$ cat src/rtl/core/hbwd_pkg.sv
// ----------------------------------------------------------------------------
// hbwd_pkg
// Shared types, codes and the microcode table of the heartbeat watchdog.
// ----------------------------------------------------------------------------
package hbwd_pkg;

	localparam int CHANNELS = 6;

	localparam int CH_W   = 3;
	localparam int TICK_W = 32;
	localparam int PC_W   = 4;

	// input kinds
	localparam logic KIND_BEAT = 1'b0;
	localparam logic KIND_SCAN = 1'b1;

	// recovery actions
	localparam logic [1:0] ACT_RESTART = 2'd0;
	localparam logic [1:0] ACT_REINIT  = 2'd1;
	localparam logic [1:0] ACT_REBOOT  = 2'd2;
	localparam logic [1:0] ACT_NONE    = 2'd3;

	// system states
	localparam logic [1:0] ST_HEALTHY  = 2'd0;
	localparam logic [1:0] ST_NERVOUS  = 2'd1;
	localparam logic [1:0] ST_CRITICAL = 2'd2;

	// configuration register indexes
	localparam logic [2:0] CFG_TIMEOUT  = 3'd0;
	localparam logic [2:0] CFG_ESC      = 3'd1;
	localparam logic [2:0] CFG_RESTART  = 3'd2;
	localparam logic [2:0] CFG_REINIT   = 3'd3;
	localparam logic [2:0] CFG_EXEMPT   = 3'd4;

	localparam logic [31:0] TIMEOUT_RST = 32'd3000;
	localparam logic [7:0]  ESC_RST     = 8'd3;
	localparam logic [7:0]  RESTART_RST = 8'd1;
	localparam logic [7:0]  REINIT_RST  = 8'd2;
	localparam logic [7:0]  EXEMPT_RST  = 8'd24;

	typedef struct packed {
		logic              kind;
		logic [CH_W-1:0]   channel;
		logic [TICK_W-1:0] tick;
	} in_item_t;

	typedef struct packed {
		logic [CH_W-1:0] target_channel;
		logic [1:0]      action;
		logic [7:0]      retry_level;
		logic [1:0]      system_state;
		logic [7:0]      fault_flags;
		logic            last;
	} out_item_t;

	typedef enum logic [2:0] {
		OP_NOP,
		OP_EVAL,
		OP_MISS,
		OP_ESC,
		OP_HEAL,
		OP_NEXT,
		OP_STATUS
	} op_t;

	typedef enum logic [2:0] {
		C_NONE,
		C_ALWAYS,
		C_SKIP,
		C_IN_TIME,
		C_BELOW_ESC,
		C_MORE
	} cond_t;

	typedef struct packed {
		op_t             op;
		cond_t           cond;
		logic [PC_W-1:0] target;
	} uword_t;

	typedef struct packed {
		logic skip;
		logic in_time;
		logic below_esc;
		logic more;
		logic out_busy;
	} seq_flags_t;

	typedef struct packed {
		logic busy;
		logic fire;
		op_t  op;
	} seq_ctl_t;

	localparam logic [PC_W-1:0] PC_EVAL   = 4'd0;
	localparam logic [PC_W-1:0] PC_HEAL   = 4'd6;
	localparam logic [PC_W-1:0] PC_NEXT   = 4'd7;
	localparam logic [PC_W-1:0] PC_STATUS = 4'd8;

	// Scan program, one pass per channel. Jump taken when cond holds,
	// otherwise fall through to the next word.
	function automatic uword_t ucode(input logic [PC_W-1:0] pc);
		uword_t w;
		unique case (pc)
			4'd0:    w = '{OP_EVAL,   C_NONE,      PC_NEXT};
			4'd1:    w = '{OP_NOP,    C_SKIP,      PC_NEXT};
			4'd2:    w = '{OP_NOP,    C_IN_TIME,   PC_HEAL};
			4'd3:    w = '{OP_MISS,   C_NONE,      PC_NEXT};
			4'd4:    w = '{OP_NOP,    C_BELOW_ESC, PC_NEXT};
			4'd5:    w = '{OP_ESC,    C_ALWAYS,    PC_NEXT};
			4'd6:    w = '{OP_HEAL,   C_NONE,      PC_NEXT};
			4'd7:    w = '{OP_NEXT,   C_MORE,      PC_EVAL};
			4'd8:    w = '{OP_STATUS, C_ALWAYS,    PC_EVAL};
			default: w = '{OP_STATUS, C_ALWAYS,    PC_EVAL};
		endcase
		return w;
	endfunction

endpackage

$ cat src/rtl/core/heartbeat_watchdog_escalation.sv
// ----------------------------------------------------------------------------
// heartbeat_watchdog_escalation
// Multi-channel heartbeat watchdog with escalating recovery commands.
// ----------------------------------------------------------------------------
//  channel | signals                         | beat
//  in      | in_valid, in_ready, in_data     | heartbeat write or scan request
//  out     | out_valid, out_ready, out_data  | recovery command or scan status
//  cfg     | cfg_valid, cfg_ready, cfg_index,| register write, always ready
//          | cfg_data                        |
//
//  A heartbeat write is accepted while the sequencer is idle and gives no result.
//  A scan runs the microcode once per channel, with fewer steps for a skipped
//  channel than for one that escalates, then a single status step; no new
//  input is accepted until the status step has fired.
//  Output backpressure holds the sequencer on a result step.
//  Reset clears all channel state and loads the register defaults.
// ----------------------------------------------------------------------------
module heartbeat_watchdog_escalation (
	input  logic                 clk,
	input  logic                 arst_n,
	input  logic                 in_valid,
	output logic                 in_ready,
	input  hbwd_pkg::in_item_t   in_data,
	output logic                 out_valid,
	input  logic                 out_ready,
	output hbwd_pkg::out_item_t  out_data,
	input  logic                 cfg_valid,
	output logic                 cfg_ready,
	input  logic [2:0]           cfg_index,
	input  logic [31:0]          cfg_data
);

	logic [31:0] timeout_q;
	logic [7:0]  esc_q;
	logic [7:0]  restart_q;
	logic [7:0]  reinit_q;
	logic [7:0]  exempt_q;

	logic [31:0] beat_q  [8];
	logic [7:0]  miss_q  [8];
	logic [7:0]  retry_q [8];
	logic [7:0]  flags_q;
	logic [1:0]  state_q;

	logic [31:0]                 tick_q;
	logic [hbwd_pkg::CH_W-1:0]   ch_q;
	logic                        over_q;
	logic                        skip_q;
	logic                        any_fault_q;

	logic                        out_valid_q;
	hbwd_pkg::out_item_t         out_q;

	hbwd_pkg::seq_flags_t        flags;
	hbwd_pkg::seq_ctl_t          ctl;

	logic        in_acc;
	logic        start;
	logic        emit;
	logic [31:0] cur_beat;
	logic [7:0]  cur_miss;
	logic [7:0]  cur_retry;
	logic [31:0] age;
	logic [7:0]  retry_inc;
	logic [1:0]  esc_action;
	logic [1:0]  esc_state;
	logic [1:0]  end_state;
	logic [7:0]  ch_bit;

	assign cfg_ready = 1'b1;
	assign in_ready  = !ctl.busy;
	assign in_acc    = in_valid && in_ready;
	assign start     = in_acc && (in_data.kind == hbwd_pkg::KIND_SCAN);
	assign out_valid = out_valid_q;
	assign out_data  = out_q;
	assign emit      = ctl.fire &&
		(ctl.op == hbwd_pkg::OP_ESC || ctl.op == hbwd_pkg::OP_STATUS);

	always_comb begin
		cur_beat  = beat_q[ch_q];
		cur_miss  = miss_q[ch_q];
		cur_retry = retry_q[ch_q];
		ch_bit    = 8'd1 << ch_q;
		age       = tick_q - cur_beat;
		retry_inc = (cur_retry == 8'hFF) ? cur_retry : cur_retry + 8'd1;
		if (retry_inc <= restart_q) begin
			esc_action = hbwd_pkg::ACT_RESTART;
			esc_state  = hbwd_pkg::ST_NERVOUS;
		end else if (retry_inc <= reinit_q) begin
			esc_action = hbwd_pkg::ACT_REINIT;
			esc_state  = hbwd_pkg::ST_CRITICAL;
		end else begin
			esc_action = hbwd_pkg::ACT_REBOOT;
			esc_state  = hbwd_pkg::ST_CRITICAL;
		end
		end_state = (!any_fault_q && state_q == hbwd_pkg::ST_NERVOUS) ?
			hbwd_pkg::ST_HEALTHY : state_q;

		flags.skip      = skip_q;
		flags.in_time   = !over_q;
		flags.below_esc = cur_miss < esc_q;
		flags.more      = ch_q != hbwd_pkg::CH_W'(hbwd_pkg::CHANNELS - 1);
		flags.out_busy  = out_valid_q && !out_ready;
	end

	hbwd_seq u_seq (
		.clk    (clk),
		.arst_n (arst_n),
		.start  (start),
		.flags  (flags),
		.ctl    (ctl)
	);

	always_ff @(posedge clk or negedge arst_n) begin
		if (!arst_n) begin
			timeout_q   <= hbwd_pkg::TIMEOUT_RST;
			esc_q       <= hbwd_pkg::ESC_RST;
			restart_q   <= hbwd_pkg::RESTART_RST;
			reinit_q    <= hbwd_pkg::REINIT_RST;
			exempt_q    <= hbwd_pkg::EXEMPT_RST;
			for (int i = 0; i < 8; i++) begin
				beat_q[i]  <= '0;
				miss_q[i]  <= '0;
				retry_q[i] <= '0;
			end
			flags_q     <= '0;
			state_q     <= hbwd_pkg::ST_HEALTHY;
			ch_q        <= '0;
			any_fault_q <= 1'b0;
			over_q      <= 1'b0;
			skip_q      <= 1'b0;
			out_valid_q <= 1'b0;
		end else begin
			if (cfg_valid) begin
				unique case (cfg_index)
					hbwd_pkg::CFG_TIMEOUT: timeout_q <= cfg_data;
					hbwd_pkg::CFG_ESC:     esc_q     <= cfg_data[7:0];
					hbwd_pkg::CFG_RESTART: restart_q <= cfg_data[7:0];
					hbwd_pkg::CFG_REINIT:  reinit_q  <= cfg_data[7:0];
					hbwd_pkg::CFG_EXEMPT:  exempt_q  <= cfg_data[7:0];
					default: ;
				endcase
			end

			if (emit)
				out_valid_q <= 1'b1;
			else if (out_ready)
				out_valid_q <= 1'b0;

			if (in_acc) begin
				if (in_data.kind == hbwd_pkg::KIND_BEAT) begin
					if (32'(in_data.channel) < 32'(hbwd_pkg::CHANNELS))
						beat_q[in_data.channel] <= in_data.tick;
				end else begin
					ch_q        <= '0;
					any_fault_q <= 1'b0;
				end
			end

			if (ctl.fire) begin
				unique case (ctl.op)
					hbwd_pkg::OP_NOP: ;
					hbwd_pkg::OP_EVAL: begin
						over_q <= age > timeout_q;
						skip_q <= exempt_q[ch_q] || (cur_beat == '0);
					end
					hbwd_pkg::OP_MISS: begin
						any_fault_q <= 1'b1;
						if (cur_miss != 8'hFF)
							miss_q[ch_q] <= cur_miss + 8'd1;
						// first miss raises the flag
						if (cur_miss == 8'd0)
							flags_q <= flags_q | ch_bit;
					end
					hbwd_pkg::OP_ESC: begin
						retry_q[ch_q] <= retry_inc;
						miss_q[ch_q]  <= '0;
						state_q       <= esc_state;
						out_q         <= '{ch_q, esc_action, retry_inc, esc_state,
							flags_q, 1'b0};
					end
					hbwd_pkg::OP_HEAL: begin
						if (flags_q[ch_q]) begin
							flags_q       <= flags_q & ~ch_bit;
							miss_q[ch_q]  <= '0;
							retry_q[ch_q] <= '0;
						end
					end
					hbwd_pkg::OP_NEXT: ch_q <= ch_q + 1'b1;
					hbwd_pkg::OP_STATUS: begin
						state_q     <= end_state;
						out_q       <= '{'0, hbwd_pkg::ACT_NONE, 8'd0, end_state,
							flags_q, 1'b1};
					end
					default: ;
				endcase
			end
		end
	end

	always_ff @(posedge clk) begin
		if (in_acc && in_data.kind == hbwd_pkg::KIND_SCAN)
			tick_q <= in_data.tick;
	end

endmodule

$ cat src/rtl/core/hbwd_seq.sv
// ----------------------------------------------------------------------------
// hbwd_seq
// Microcode sequencer: step counter, table fetch and conditional jumps.
// ----------------------------------------------------------------------------
module hbwd_seq (
	input  logic                 clk,
	input  logic                 arst_n,
	input  logic                 start,
	input  hbwd_pkg::seq_flags_t flags,
	output hbwd_pkg::seq_ctl_t   ctl
);

	logic                        busy_q;
	logic [hbwd_pkg::PC_W-1:0]   pc_q;
	hbwd_pkg::uword_t            uw;
	logic                        cond_true;
	logic                        stall;

	always_comb begin
		uw = hbwd_pkg::ucode(pc_q);
		unique case (uw.cond)
			hbwd_pkg::C_NONE:      cond_true = 1'b0;
			hbwd_pkg::C_ALWAYS:    cond_true = 1'b1;
			hbwd_pkg::C_SKIP:      cond_true = flags.skip;
			hbwd_pkg::C_IN_TIME:   cond_true = flags.in_time;
			hbwd_pkg::C_BELOW_ESC: cond_true = flags.below_esc;
			hbwd_pkg::C_MORE:      cond_true = flags.more;
			default:               cond_true = 1'b0;
		endcase
		// result-producing steps hold while the output register is full
		stall = (uw.op == hbwd_pkg::OP_ESC || uw.op == hbwd_pkg::OP_STATUS) && flags.out_busy;
		ctl.busy = busy_q;
		ctl.op   = uw.op;
		ctl.fire = busy_q && !stall;
	end

	always_ff @(posedge clk or negedge arst_n) begin
		if (!arst_n) begin
			busy_q <= 1'b0;
			pc_q   <= hbwd_pkg::PC_EVAL;
		end else if (start) begin
			busy_q <= 1'b1;
			pc_q   <= hbwd_pkg::PC_EVAL;
		end else if (busy_q && !stall) begin
			if (uw.op == hbwd_pkg::OP_STATUS)
				busy_q <= 1'b0;
			pc_q <= cond_true ? uw.target : pc_q + 1'b1;
		end
	end

endmodule

$ cat config.mk
export PLATFORM = sky130hd
export DESIGN_NAME = heartbeat_watchdog_escalation
export DESIGN_NICKNAME = d
export VERILOG_FILES = /design/src/rtl/core/hbwd_pkg.sv /design/src/rtl/core/heartbeat_watchdog_escalation.sv /design/src/rtl/core/hbwd_seq.sv
export SDC_FILE = /design/constraint.sdc
export NUM_CORES = 1
export LEC_CHECK = 0
export BUFFER_PORTS_ARGS = -buffer_cell sky130_fd_sc_hd__buf_2
export CAP_MARGIN = 20
export CORE_UTILIZATION = 35
export CTS_BUF_LIST = sky130_fd_sc_hd__clkbuf_4 sky130_fd_sc_hd__clkbuf_8
export CTS_CLUSTER_DIAMETER = 150
export DETAILED_ROUTE_END_ITERATION = 7
export GPL_TIMING_DRIVEN = 0
export PLACE_DENSITY = 0.52
export SYNTH_ARGS = -nofsm -noshare
export SYNTH_HDL_FRONTEND = slang
export SYNTH_SLANG_ARGS = --single-unit
$ cat constraint.sdc
create_clock -name clk -period 4.8 [get_ports clk]
set_clock_uncertainty 0.05 [all_clocks]
set_input_delay 0.48 -clock clk [delete_from_list [all_inputs] [get_ports clk]]
set_output_delay 0.48 -clock clk [all_outputs]
set_load 0.03 [all_outputs]
==> flow_metrics.env, run 1 <==
export IMPL_yosysSeqAreaShare_pct=51.7
export IMPL_syn_nets=2349
export IMPL_netlist_top_cells_area="dfrtp_1 44%, mux2_2 13%, edfxtp_1 6.5%"
export IMPL_register_area_mm2=0.0135
export IMPL_synth_top_family_by_area="multiplexers"
export IMPL_htreeDepth=3
export IMPL_internal_power_mw=13.1
export IMPL_ir_worst_vdd_mv=0.273
export IMPL_grt_use_total_pct=22.4
export IMPL_synth_edf_count=56
export IMPL_cts_root_buf="clkbuf_8"
export IMPL_path_clk_slew_ps=60
export IMPL_grt_max_degree=123
export IMPL_grt_first_pass_wirelength_mm=124
export IMPL_switching_share_pct=40.8
export IMPL_crit_slowest_cell="dfrtp_2"
export IMPL_routedWlPerCell_um=23.8
export IMPL_drc=14
export IMPL_hpwl_mm=58.0
export IMPL_crit_type="reg2reg"
export IMPL_critPathMaxFanout=8
export IMPL_antenna_found_initial=3
export IMPL_post_route_period_util_pct=116
export IMPL_setup_slack_ps=-746
export IMPL_slew_headroom_pct=34.3
export IMPL_synth_top_cell_area_share_pct=43.9
export IMPL_via_count=18900
export IMPL_synth_ff_type="dfrtp_1"
export IMPL_synth_most_common_cell="dfrtp_1"
export IMPL_wl_mm=84.0
export IMPL_crit_path_start_kind="flop"
export IMPL_clock_latency_ps=710
export IMPL_async_flop_share_pct=89.4
export IMPL_clk_path_buf_depth=3
export IMPL_multi_input_area_mm2=0.0118
export IMPL_rows=99
export IMPL_synth_compound_area_share_pct=11.6
export IMPL_setup_viol=1
export IMPL_hp_class="in2reg"
export IMPL_synth_xor_area_share_pct=1.01
export IMPL_netlist_area_mm2=0.0260
export IMPL_synthToLayoutAreaGrowth_pct=21.6
export IMPL_p_per_area_mw_per_mm2=700
export IMPL_fin_nets=2668
export IMPL_max_freq_mhz=180
export IMPL_die_w_um=275
export IMPL_fin_tns_setup_ps=-746
export IMPL_viasPerCell=5.37
export IMPL_synth_area_mux_share_pct=17.6
export IMPL_yosysUniqueCellTypes=96
export IMPL_synth_commonest_cells="457 x dfrtp_1, 300 x mux2_2, 178 x nand2_1"
export IMPL_outcome="finished with violations"
export IMPL_initial_core_util_pct=35.6
export IMPL_grt_setup_unrepaired="yes"
export IMPL_finalNonFillerCells=3525
export IMPL_dr_pass1_iters=7
export IMPL_crit_path_max_incr_delay_ps=450
export IMPL_synth_top_area_cell="dfrtp_1"
export IMPL_critical_path_most_common_cell="buf_12"
export IMPL_ys_ff_latch=526
export IMPL_seqPwrFrac_pct=28.2
export IMPL_avgSynthCellArea_um2=12.0
export IMPL_path_delay_family="compound AO/OA/AOI/OAI gates"
export IMPL_cts_sinks=526
export IMPL_hold_ws_ps=48.8
export IMPL_combPwrFrac_pct=51.8
export IMPL_cp_arrival_ps=6080
export IMPL_drive_gt1_share_pct=33.7
export IMPL_end_kind="flop"
export IMPL_die_area_mm2=0.0755
export IMPL_nFillCells=6822
export IMPL_required_ps=5330
export IMPL_cp_buffers_inverters=7
export IMPL_port_buffers=101
export IMPL_coreArea_mm2=0.0732
export IMPL_violations="design-rule violations, negative setup slack"
export IMPL_drt_first_iter_violations=1491
export IMPL_maxCapViolations=0
export IMPL_dp_cells=3238
export IMPL_die_h_um=275
export IMPL_finalCriticalPeriod_ps=5550
export IMPL_synth_warnings=0
export IMPL_numCtsBuffers=90
export IMPL_leakage_nw=14.2
export IMPL_ant_nets=0
export IMPL_grt_pass1_vias=19000
export IMPL_syn_inst=2171
export IMPL_p_clk_share_pct=20.0
export IMPL_max_slew_worst_pin_slew_ps=986
export IMPL_p_sw_mw=9.03
export IMPL_synthAdderAreaFrac_pct=4.93
export IMPL_maxSlewViolCount=0
export IMPL_cts_tree="built"
export IMPL_ios=103
export IMPL_gp_congestion=0.874
export IMPL_hold_viol=0
export IMPL_grt_overflow=0
export IMPL_yosys_area_share_simple_pct=8.74
==> through the flow <==
stage	total power [mW]	utilization (%)	setup slack [ps]	instance area [µm²]
6_report	22.1	43.2	-746	31700
3_5_place_dp	16.3	38.2	-2070	28000
4_1_cts	22.0	43.1	-645	31500
3_3_place_gp	16.0	38.0	-7110	27800
2_1_floorplan	13.0	-	-96.9	26100
5_1_grt	23.5	43.2	-968	31700
==> logic make-up after synthesis <==
| logic type | count (synthesis) |
|---|---|
| XOR/XNOR | 30 |
| buffers and inverters | 245 |
| multiplexers | 375 |
| adder cells (fa/ha/maj) | 102 |
| AO/OA/AOI/OAI | 449 |
| AND/OR/NAND/NOR | 443 |
| other | 1 |
| flip-flops | 526 |
==> placed cells by master (no fill, tap or decap), types with 9 or more instances in the layout <==
cell	netlist	layout
a21o_1	31	31
a21oi_1	71	62
a21oi_2	0	9
a221o_1	11	11
a221oi_1	30	22
a22oi_1	42	40
a31oi_1	17	14
and2_1	24	21
and3_1	17	15
buf_1	13	9
buf_12	0	15
buf_2	24	108
buf_4	8	78
buf_6	13	15
buf_8	6	15
clkbuf_1	95	90
clkbuf_4	0	37
clkbuf_8	0	117
dfrtp_1	457	454
dfstp_2	13	13
dlygate4sd3_1	0	45
edfxtp_1	56	56
ha_1	101	98
inv_1	83	81
mux2_1	12	12
mux2_2	300	300
mux2i_1	29	28
mux4_2	34	34
nand2_1	178	177
nand2b_1	21	21
nand3_1	32	31
nand4_1	17	17
nor2_1	59	55
nor2b_1	18	17
nor3_1	13	9
o21ai_0	139	132
o21ai_1	12	15
o21ai_2	6	9
xnor2_1	23	22
==> worst paths after layout <==
| path | cells after the start | slack (ps) | from | endpoint |
|---|---|---|---|---|
| setup / recovery | 26 | -750 | ch_q[2]$_DFF_PN0_ | over_q$_DFFE_PN0P_ |
| hold / removal | 3 | 50 | cfg_data[7] | timeout_q[7]$_DFFE_PN1P_ |
| setup reg to reg | 26 | -750 | ch_q[2]$_DFF_PN0_ | over_q$_DFFE_PN0P_ |
| hold reg to reg | 1 | 400 | beat_q[39]$_DFFE_PN0P_ | beat_q[39]$_DFFE_PN0P_ |
| max in group asynchronous | 3 | 3060 | arst_n | retry_q[57]$_DFFE_PN0P_ |
| min in group asynchronous | 2 | 430 | arst_n | beat_q[42]$_DFFE_PN0P_ |
==> sequential cells by signal, summed over array words and instances, names as in the netlist, 2 cells and up, named ones only <==
register and count:
retry_q 64, u_seq.pc_q 4, restart_q 8, esc_q 8, timeout_q 32, exempt_q 8, reinit_q 8, miss_q 64
ch_q 3, out_data 24, beat_q 256, tick_q 32, state_q 2
==> routing by layer <==
metal	routed length (µm)	track usage, %
met4	2320	7.50
met1	38600	31.2
met3	4250	3.40
met5	13	0
met2	38900	35.5
==> repair_timing <==
action / CTS / global route
pin swaps: 33 / 14
endpoints found under the setup margin: 8 / 7
cloned: 0 / 0
setup buffers: 70 / 3
hold buffers: 45 / 0
gates resized for setup: 134 / 17
hold endpoints to repair: 153 / 0
==> worst reg2reg max path, stage by stage (launching register included) <==
cell       delay (ps)
dfrtp_2           450
buf_8             150
buf_12            130
buf_12            120
buf_12            140
buf_16            180
buf_12            130
nor2_4            140
a221o_1           270
ha_2              210
inv_1              50
fa_2              370
a211oi_2          280
o211ai_1          180
a31oi_2           320
o21ai_4           130
a2111oi_4         420
o21bai_1          130
a21oi_2           150
xnor2_1           160
ha_1              290
nand2_2           110
nor3_4             60
a221oi_2          220
o21ai_1           130
nor4_2            320
o41ai_1           120
==> power groups by stage <==
stage,Combinational (mW),Sequential [mW],Clock [mW]
6_report,11.5,6.25,4.42
5_1_grt,12.4,6.36,4.71
4_1_cts,11.3,6.24,4.51
3_5_place_dp,9.96,6.32,0
3_3_place_gp,9.73,6.27,0
2_1_floorplan,6.82,6.18,0
==> area by class of cell <==
cell class	count	share of cell area, %
antenna	2	0.0158
tap	959	3.79
timing repair buffer	228	5.47
sequential	526	42.5
clock buffer	152	5.90
clock inverter	14	0.324
buffer	158	3.59
inverter	86	1.02
multi-input combinational	1400	37.4
No activity file was read; power rests on OpenSTA's default activity.
==> inputs of run 2 (changes only) <==
Settings changed: RECOVER_POWER set to 100.
==> run 2 against run 1 <==
The flow finishes with violations (design-rule violations, max-capacitance violations, max-slew violations, negative setup slack). Setup slack worse by 6.2 ps. Non-clock buffer count unchanged. Sequential share of layout area up 0.52 points. Die area unchanged. Utilization down 0.52 points. Register-to-register slack about the same. Design area down 1.2%. First-iteration DRC count down 2.4%. Critical path depth unchanged. Critical path type unchanged. Largest power group unchanged. Highest routed layer unchanged.
==> flow_metrics.env, run 2 (synthesis gave the netlist of run 1 again) <==
export IMPL_r2r_end="over_q$_DFFE_PN0P_"
export IMPL_gp_congestion=0.874
export IMPL_htreeDepth=3
export IMPL_layout_common_cells="454 x dfrtp_1, 300 x mux2_2, 184 x nand2_1"
export IMPL_drive_gt1_share_pct=29.7
export IMPL_grt_max_degree=123
export IMPL_fin_nets=2668
export IMPL_hold_ws_ps=46.3
export IMPL_required_ps=5330
export IMPL_grt_use_total_pct=22.4
export IMPL_end_kind="flop"
export IMPL_rr_startpoint="ch_q[2]$_DFF_PN0_"
export IMPL_grt_pass1_vias=19000
export IMPL_hp_class="in2reg"
export IMPL_synthToLayoutAreaGrowth_pct=20.2
export IMPL_cts_root_buf="clkbuf_8"
export IMPL_violations="design-rule violations, max-capacitance violations, max-slew violations, negative setup slack"
export IMPL_finalCriticalPeriod_ps=5550
export IMPL_worstHoldStart="cfg_data[3]"
export IMPL_antenna_found_initial=2
export IMPL_ant_nets=0
export IMPL_crit_path_start_kind="flop"
export IMPL_outcome="finished with violations"
export IMPL_finalNonFillerCells=3524
export IMPL_dr_pass1_iters=8
export IMPL_die_w_um=275
export IMPL_min_delay_path_depth=3
export IMPL_hold_viol=0
export IMPL_r2r_cells=26
export IMPL_max_freq_mhz=180
export IMPL_hpwl_mm=58.0
export IMPL_cts_tree="built"
export IMPL_die_h_um=275
export IMPL_ir_worst_vdd_mv=0.274
export IMPL_grt_first_pass_wirelength_mm=124
export IMPL_maxCapViolations=4
export IMPL_leakage_nw=14.0
export IMPL_mostFrequentLayoutCell="dfrtp_1"
export IMPL_viasPerCell=5.35
export IMPL_critPathMaxFanout=8
export IMPL_port_buffers=101
export IMPL_cts_sinks=526
export IMPL_min_to="timeout_q[3]$_DFFE_PN1P_"
export IMPL_wl_mm=84.0
export IMPL_via_count=18800
export IMPL_ios=103
export IMPL_die_area_mm2=0.0755
export IMPL_routedWlPerCell_um=23.8
export IMPL_clock_latency_ps=720
export IMPL_path_clk_slew_ps=60
export IMPL_coreArea_mm2=0.0732
export IMPL_p_per_area_mw_per_mm2=700
export IMPL_setup_slack_ps=-753
export IMPL_r2r_setup_slack_ps=-750
export IMPL_drc=7
export IMPL_grt_overflow=0
export IMPL_drt_first_iter_violations=1455
export IMPL_setup_viol=7
export IMPL_crit_type="reg2reg"
export IMPL_rows=99
export IMPL_nFillCells=6882
export IMPL_max_slew_worst_pin_slew_ps=3000
export IMPL_initial_core_util_pct=35.6
export IMPL_dp_cells=3238
export IMPL_numCtsBuffers=90
export IMPL_cp_arrival_ps=6080
export IMPL_clk_path_buf_depth=3
export IMPL_maxSlewViolCount=371
export IMPL_slew_headroom_pct=-99.9
export IMPL_regMostFlops="beat_q"
export IMPL_post_route_period_util_pct=116
export IMPL_largest_reg_flops=256
export IMPL_grt_setup_unrepaired="yes"
export IMPL_largestRegisters="beat_q x256, miss_q x64, retry_q x64"
==> run 2: cell types whose count changed in the layout (fill, tap and decap cells not counted), sizes merged <==
cell	before	now
diode	2	1
clkbuf	246	328
buf	247	165
==> run 2: layout make-up <==
type / instances / area [µm²] / area share, %
repair buffers: 228 / 1560 / 4.97
plain buffers: 158 / 1120 / 3.60
flip-flops and latches: 526 / 13500 / 43.0
multi-input cells: 1400 / 11600 / 37.2
clock buffers: 152 / 1870 / 5.97
diodes: 1 / 2.50 / 0.00800
clock inverters: 14 / 103 / 0.328
well taps: 959 / 1200 / 3.84
inverters: 86 / 323 / 1.03
==> run 2: per-stage QoR <==
step                      setup WS (ps)  setup TNS, ps  utilization (%)  cell area [µm²]  power (mW)
after detailed placement          -2070          -4460             38.2            28000        16.3
after floorplan                   -96.9          -96.9                -            26100        13.0
final                              -753          -2650             42.7            31300        21.9
after CTS                          -645           -645             43.1            31500        22.0
after global routing               -968         -84480             42.7            31300        23.3
after global placement            -7110       -2989200             38.0            27800        16.0
==> run 2: critical path: stages (launching register included) <==
cell	delay, ps
dfrtp_2	450
buf_8	150
buf_12	130
buf_12	120
buf_12	140
buf_16	160
buf_12	130
nor2_4	140
a221o_1	270
ha_2	220
inv_1	50
fa_2	370
a211oi_2	280
o211ai_1	180
a31oi_2	320
o21ai_4	130
a2111oi_4	420
o21bai_1	130
a21oi_2	150
xnor2_1	160
ha_1	290
nand2_2	110
nor3_4	60
a221oi_2	220
o21ai_1	130
nor4_2	320
o41ai_1	110
==> run 2: worst max path at each step <==
stage / startpoint / end / slack [ps] / cells after the start
floorplan: ch_q[0]$_DFF_PN0_ / over_q$_DFFE_PN0P_ / -100 / 26
global placement: arst_n / ch_q[0]$_DFF_PN0_ / -7110 / 1
detailed placement: ch_q[0]$_DFF_PN0_ / over_q$_DFFE_PN0P_ / -2070 / 23
CTS: ch_q[2]$_DFF_PN0_ / over_q$_DFFE_PN0P_ / -650 / 26
global route: ch_q[2]$_DFF_PN0_ / over_q$_DFFE_PN0P_ / -970 / 27
finish: ch_q[2]$_DFF_PN0_ / over_q$_DFFE_PN0P_ / -750 / 26
==> run 2: power by group <==
part	switching (mW)	internal, mW
clock network	1.97	2.46
logic	6.37	4.86
registers	0.588	5.66
==> run 2: repair_timing <==
action                                 in CTS  in global routing
pin swaps                                  33                 14
hold buffers                               45                  0
endpoints found under the hold margin     153                  0
setup endpoints to repair                   8                  7
setup buffers                              70                  3
resized for setup                         134                 17
==> run 2: layer usage <==
layer | share of wire [%] | GRT usage [%]
met1 | 45 | 31.2
met2 | 46 | 35.5
met3 | 5.8 | 3.40
met4 | 2.8 | 7.50
met5 | 0.015 | 0
